<file path="config.mk">
export PLATFORM = sky130hd
export DESIGN_NAME = mqse_ctrl
export DESIGN_NICKNAME = d
export VERILOG_FILES = /design/src/sv/mqse_pkg.sv /design/src/sv/mqse_ctrl.sv
export VERILOG_INCLUDE_DIRS = /design/src /design/src/sv
export SDC_FILE = /design/constraint.sdc
export NUM_CORES = 1
export LEC_CHECK = 0
export BUFFER_PORTS_ARGS = -buffer_cell sky130_fd_sc_hd__buf_2
export CORE_AREA = 10 10 47 49
export DETAILED_ROUTE_END_ITERATION = 8
export DIE_AREA = 0 0 57 59
export PLACE_DENSITY = 0.43
export SLEW_MARGIN = 10
export SYNTH_ARGS = -nofsm -noshare
export SYNTH_HDL_FRONTEND = slang
export SYNTH_SLANG_ARGS = --single-unit
</file>
<file path="constraint.sdc">
create_clock -name i_clk -period 1.2 [get_ports i_clk]
set_input_delay 0.12 -clock i_clk [delete_from_list [all_inputs] [get_ports i_clk]]
set_output_delay 0.12 -clock i_clk [all_outputs]
set_load 0.05 [all_outputs]
</file>
<file path="src/sv/mail_quoted_string_escaper_macros.svh">
// assertion macros of the escaper rtl
// no dependencies; included by mqse_ctrl, which carries concurrent checks
`ifndef MAIL_QUOTED_STRING_ESCAPER_MACROS_SVH
`define MAIL_QUOTED_STRING_ESCAPER_MACROS_SVH

`ifndef SYNTHESIS
`define MQSE_ASSERT_NOW(lbl, clk, rst_n, ante, cons) \
    lbl: assert property (@(posedge clk) disable iff (!rst_n) (ante) |-> (cons)) \
        else $error("mqse assertion failed");
`define MQSE_ASSERT_NEXT(lbl, clk, rst_n, ante, cons) \
    lbl: assert property (@(posedge clk) disable iff (!rst_n) (ante) |=> (cons)) \
        else $error("mqse assertion failed");
`else
`define MQSE_ASSERT_NOW(lbl, clk, rst_n, ante, cons)
`define MQSE_ASSERT_NEXT(lbl, clk, rst_n, ante, cons)
`endif

`endif

</file>
<file path="src/sv/mqse_pkg.sv">
// types, constants and character class functions of the quoted string escaper
// no dependencies; used by the interfaces, controller, datapath and top level
package mqse_pkg;

    localparam int DEF_MAX_LEN     = 256;
    localparam int DEF_COUNT_WIDTH = 32;

    localparam int OUT_LEN_W  = 10;
    localparam int OUT_CNT_W  = 32;
    localparam int CFG_IDX_W  = 2;
    localparam int CFG_DATA_W = 64;

    localparam logic [CFG_IDX_W-1:0] CFG_QUOT_LO = 2'd0;
    localparam logic [CFG_IDX_W-1:0] CFG_QUOT_HI = 2'd1;
    localparam logic [CFG_IDX_W-1:0] CFG_INT_LO  = 2'd2;
    localparam logic [CFG_IDX_W-1:0] CFG_INT_HI  = 2'd3;

    localparam logic KIND_TEXT  = 1'b0;
    localparam logic KIND_DRAIN = 1'b1;

    localparam logic [1:0] OUT_TEXT      = 2'd0;
    localparam logic [1:0] OUT_SUM       = 2'd1;
    localparam logic [1:0] OUT_SUM_TRUNC = 2'd2;
    localparam logic [1:0] OUT_NONE      = 2'd3;

    localparam logic [7:0] CH_NUL    = 8'h00;
    localparam logic [7:0] CH_LF     = 8'h0a;
    localparam logic [7:0] CH_CR     = 8'h0d;
    localparam logic [7:0] CH_US     = 8'h1f;
    localparam logic [7:0] CH_SPACE  = 8'h20;
    localparam logic [7:0] CH_DQUOTE = 8'h22;
    localparam logic [7:0] CH_BSLASH = 8'h5c;
    localparam logic [7:0] CH_DEL    = 8'h7f;

    localparam int CNT_CR    = 0;
    localparam int CNT_NL    = 1;
    localparam int CNT_NUL   = 2;
    localparam int CNT_CTL   = 3;
    localparam int CNT_EXT   = 4;
    localparam int CNT_OTHER = 5;
    localparam int CNT_TOTAL = 6;
    localparam int NUM_CNT   = 7;

    typedef struct packed {
        logic take;
        logic esc2;
        logic rd;
        logic load;
    } t_cmd;

    typedef struct packed {
        logic to_esc2;
        logic to_read;
        logic res_now;
        logic esc_last;
    } t_stat;

    function automatic logic is_internal(logic [7:0] b, logic [127:0] imask);
        logic r;
        r = 1'b0;
        if (b != CH_NUL && !b[7]) begin
            if (b == CH_DQUOTE || b == CH_BSLASH || b == CH_CR || b == CH_LF) begin
                r = 1'b1;
            end else begin
                r = imask[b[6:0]];
            end
        end
        return r;
    endfunction

    function automatic logic is_quotable(logic [7:0] b, logic [127:0] imask,
                                         logic [127:0] qmask);
        logic r;
        r = 1'b0;
        if (!b[7]) begin
            r = (b <= CH_US) || (b == CH_DEL) || (b == CH_SPACE)
                || is_internal(b, imask) || qmask[b[6:0]];
        end
        return r;
    endfunction

endpackage

</file>
<file path="src/sv/mqse_ctrl.sv">
// controller state machine of the quoted string escaper: handshakes and sequencing
// depends on mqse_pkg (command and status structs) and the assertion macro header
`include "mail_quoted_string_escaper_macros.svh"

module mqse_ctrl (
    input  logic            i_clk,
    input  logic            i_rst_n,
    input  logic            i_in_valid,
    output logic            o_in_ready,
    output logic            o_out_valid,
    input  logic            i_out_ready,
    input  mqse_pkg::t_stat i_stat,
    output mqse_pkg::t_cmd  o_cmd
);

    localparam logic [1:0] S_IDLE = 2'd0;
    localparam logic [1:0] S_ESC2 = 2'd1;
    localparam logic [1:0] S_READ = 2'd2;

    logic [1:0] r_state;
    logic [1:0] n_state;
    logic       r_ovalid;
    logic       n_ovalid;
    logic       take;
    logic       load;

    assign o_in_ready = (r_state == S_IDLE) && (!r_ovalid || i_out_ready);
    assign take       = i_in_valid && o_in_ready;

    always_comb begin
        n_state = r_state;
        load    = 1'b0;
        unique case (r_state)
            S_IDLE: begin
                if (take) begin
                    load = i_stat.res_now;
                    if (i_stat.to_esc2) begin
                        n_state = S_ESC2;
                    end else if (i_stat.to_read) begin
                        n_state = S_READ;
                    end
                end
            end
            S_ESC2: begin
                load    = i_stat.esc_last;
                n_state = S_IDLE;
            end
            S_READ: begin
                load    = 1'b1;
                n_state = S_IDLE;
            end
            default: begin
                n_state = S_IDLE;
            end
        endcase
    end

    always_comb begin
        n_ovalid = r_ovalid && !i_out_ready;
        if (load) begin
            n_ovalid = 1'b1;
        end
    end

    always_ff @(posedge i_clk) begin
        if (!i_rst_n) begin
            r_state  <= S_IDLE;
            r_ovalid <= 1'b0;
        end else begin
            r_state  <= n_state;
            r_ovalid <= n_ovalid;
        end
    end

    assign o_out_valid = r_ovalid;
    assign o_cmd.take  = take;
    assign o_cmd.esc2  = (r_state == S_ESC2);
    assign o_cmd.rd    = (r_state == S_READ);
    assign o_cmd.load  = load;

    `MQSE_ASSERT_NEXT(a_esc2_one_cycle, i_clk, i_rst_n, r_state == S_ESC2, r_state == S_IDLE)
    `MQSE_ASSERT_NOW(a_no_overwrite, i_clk, i_rst_n, load, !r_ovalid || i_out_ready)
    `MQSE_ASSERT_NEXT(a_read_gives_result, i_clk, i_rst_n, r_state == S_READ, r_ovalid)

endmodule

</file>
# Yosys cells after proc, flatten, opt, wreduce, memory -nomap -nowiden
# Index checks and enable logic that the tools add are counted.
# totals
word_cells	19
out_inout_bits	6
inputBits	8
reg_bits	3
# op_classes
mux	5
reduce_logical	10
n_eq_ne	2
# op_table
op	n
$mux W2	2
$reduce_and A2 Y1	2
$logic_and A1 B1 Y1	3
$pmux W1 S3	1
$eq A2 B1 Y1 const B	1
$eq A2 B2 Y1 const B	1
$logic_not A1 Y1	2
$logic_not A2 Y1	1
$mux W1	2
$reduce_bool A2 Y1	1
$logic_or A1 B1 Y1	1

# Depth between registers and ports, before layout
# logic_depth
ltp_word	7
ltp_mapped	4
depth_no_buf	3

# Least setup slack after synthesis
# No wires, ideal clock.
# synth_timing
kind	reg2out
from	register r_ovalid (netlist: o_out_valid)
to	output port o_in_ready
t_required_ns	1.080
path_buffers	0
arrival_ns	1.718
slack_ns	-0.638
path_stages_with_launch	3
path_cell_list	dfxtp_1 -> nor2b_4 -> nor3_1
# synth_via
elab_chain_cells	3
# synth_lines
item	line	rtl
start: declaration	mqse_ctrl.sv:22	logic r_ovalid;
start signal: assignment	mqse_ctrl.sv:71	r_ovalid <= n_ovalid;
$logic_not A1 Y1	mqse_ctrl.sv:27	assign o_in_ready = (r_state == S_IDLE) && (!r_ovalid || i_out_ready);
$logic_or A1 B1 Y1	mqse_ctrl.sv:27	
$logic_and A1 B1 Y1	mqse_ctrl.sv:27	
end: declaration	mqse_ctrl.sv:9	output logic o_in_ready,
# No other way between the ends.

==> summary.md <==
| Metric | Value |
|---|---|
| Status | finished, violations left |
| Failing checks | negative setup slack |
| Switching Share | 33.19% |
| Synth top area share | 32.88% |
| IO buf count | 13 |
| Post-DP HPWL | 510.8 um |
| WP data arrival | 1.27 ns |
| Setup Crit Path Kind | flop to output port |
| Total track usage | 4.158% |
| Via Count | 229 |
| GPL Wtd Cong | 0.6840 |
| FF-to-FF setup slack | -0.01 ns |
| Sequential share of power | 23.6% |
| Critical R2R Capture | r_state[1] |
| Yosys reg bits | 3 |
| Number of routed nets with antenna violations | 0 |
| Ys Warns | 0 |
| Overall die width | 57 um |
| Cells after DPL | 51 |
| WHS Endpoint | o_out_valid |
| Ant. Diodes | 0 |
| Synth area leader | dfxtp_1 |
| Max-slew violations | 0 |
| Die Ht | 59 um |
| Ratio of cells with drive above 1 in the final layout | 82.50% |
| # clock sinks | 3 |
| Root buf cell | clkbuf_4 |
| CTS clk-pin slew, worst paths | 0.04 ns |
| Final Hold Fails | 0 |
| Largest net degree at the start of global routing | 4 |
| H-tree depth | 1 |
| Total CTS buffers | 3 |
| Post-synthesis sequential area ratio | 32.88% |
| Hold slack | 0.1180 ns |
| Die ar. | 3363 um^2 |
| RSZ-0062 raised after global routing | yes |
| DRT Wirelength | 677 um |
| Most common cell in the netlist | dfxtp_1 |
| Pre-Repair DR Iteration Count | 2 |
| Clock tree buffer depth | 2 |
| Worst IR Drop VDD | 0.0005164 V |
| Crit-path max cell delay | 0.36 ns |
| Slowest cell on crit path | dfxtp_4 |
| Synth-to-layout area growth | 145.2% |
| DRC | 0 |
| Combinational fraction of design power | 37.2% |
| Critical path buffer and inverter count | 2 |
| Pwr Density | 1027 nW/um^2 |
| Clock latency on the worst-skew pair | 0.23 ns |
| Initial core utilization | 13.04% |
| DR WL/cell | 12.09 um |
| # IOs | 14 |
| Int Pwr | 0.0003073 W |
| Vias in the first global route | 254 |
| Least-Margin Pin Slew | 0.2499 ns |
| Hold Path Class | input port to flop |
| Number of synthesized flops with an enable pin | 0 |
| Cell Area, Synth | 182.7 um^2 |
| First-pass GRT wire length | 1055 um |
| Yosys cell types | 12 |
| Vias/cell | 4.089 |
| Post-synth top flop | dfxtp_1 |
| Cts hold-fix bufs | 0 |
| Hold path cells | 2 |
| DR iter-0 viols | 2 |
| Net Count, Synth | 25 |
| Post-synthesis async set-or-reset flop share | 0% |
| Hold Path Origin | i_rst_n |
| NumNets Final | 49 |
| Final setup viols | 4 |
| Final core utilization | 31.96% |
| Net Sw Power | 0.0001526 W |
| R2R cell count | 5 |
| Clk pwr share | 39.2% |
| Clock Skew | 0.002676 ns |
| Cell occurring most often along the worst timing path | buf_6 |
| Grt ovf | 0 |
| Post-route setup slack | -0.1938 ns |
| Crit path max-delay family | flip-flops |
| Crit Path Max Fanout | 3 |
| CP Capture Type | output port |
| Crit share post-route | 116.2% |
| Core ar. | 1401 um^2 |
| Fmax | 0.7174 GHz |
| CTS tree | built |
| CP required | 1.08 ns |
| Cells along the critical path | buf_6, nor2b_4, a211o_1, buf_6 |
| Max-slew headroom | 83.27% |
| Row cnt | 14 |
| Top post-synthesis cells by area | dfxtp_1 (33%), nor2b_4 (15%), a211o_1 (9.6%) |
| Synth top cells by count | dfxtp_1 (3), a211o_1 (2), buf_4 (2), nor2b_4 (2) |
| Initial antenna violation count | 0 |
| Mapped Avg Cell Area | 10.75 um^2 |
| Post-route minimum period | 1.394 ns |
| Gate Count Post-Synth | 17 |
| Max-cap violations | 0 |
| Critical Path Start Type | flop |
| Layout Cells excl Fill | 56 |
| R2r startpoint | o_out_valid |
| Leak | 0.2204 nW |
| Total power | 0.0004599 W |
-- placed cells by master (no fill, tap or decap) --
cell,n
a211o_1,2
and3_1,1
and4b_1,1
buf_2,8
buf_4,3
buf_6,8
buf_8,2
clkbuf_1,1
clkbuf_4,3
dfxtp_4,3
nand2_1,1
nor2b_4,3
nor3_4,1
nor4_4,1
nor4b_4,1
o21a_1,1
-- sequential cells by signal (all words and copies together), names as in the netlist --
signal       flops
o_out_valid      1
r_state          2
-- power groups by stage --
stage / Combinational [W] / Clock (W) / Sequential (W)
finish: 0.000171 / 0.000180 / 0.000109
global route: 0.000182 / 0.000190 / 0.000110
CTS: 0.000163 / 0.000189 / 0.000108
detailed placement: 0.000135 / 0 / 0.000111
global placement: 0.000136 / 0 / 0.000111
floorplan: 0.0000848 / 0 / 0.000123
-- routing by layer --
layer  up-vias  GRT usage (%)  routed length, um  part of all wire, %
li1        109              -                  -                    -
met1       100          4.062                302                   45
met2        16          4.651                257                   38
met3         4          3.648                 96                   14
met4         0          5.034                 21                  3.1
met5         -              0                  0                    0
-- final cells by class --
cell class	instances	area, um^2
repair buffers	21	182.7
multi-input cells	12	147.6
well taps	16	20.02
fillers	158	953.4
flip-flops and latches	3	71.32
clock buffers	4	26.28
-- worst max path at each step --
stage	slack [ns]	from	depth (start not counted)	to
2_1_floorplan	-0.07	o_out_valid	2	o_in_ready
3_3_place_gp	-0.08	o_out_valid	4	o_cmd[3]
3_5_place_dp	-0.12	o_out_valid	4	o_cmd[0]
4_1_cts	-0.22	o_out_valid	4	o_cmd[0]
5_1_grt	-0.26	o_out_valid	4	o_cmd[0]
6_report	-0.19	r_state[0]	4	o_cmd[0]
-- timing repair --
item / 4_1_cts / 5_1_grt
endpoints found under the setup margin: 7 / 8
pin swaps: 3 / 2
resized for setup: 17 / 6
buffers inserted: 0 / 1
-- cell families after synthesis --
family          share of synthesized area [%]
simple gates                            45.21
flops                                   32.88
compound gates                          13.70
buf+inv                                 8.217
-- metrics by stage --
step                       TNS, ns  area, um^2  setup WS, ns
final                      -0.4724       447.9       -0.1938
after global routing       -0.8078       447.9       -0.2563
after CTS                  -0.5692       412.9       -0.2213
after detailed placement   -0.2260       321.6       -0.1172
after global placement     -0.1657       321.6      -0.07796
after floorplan           -0.09921       202.7      -0.06686
(Power assumes the default switching activity.)
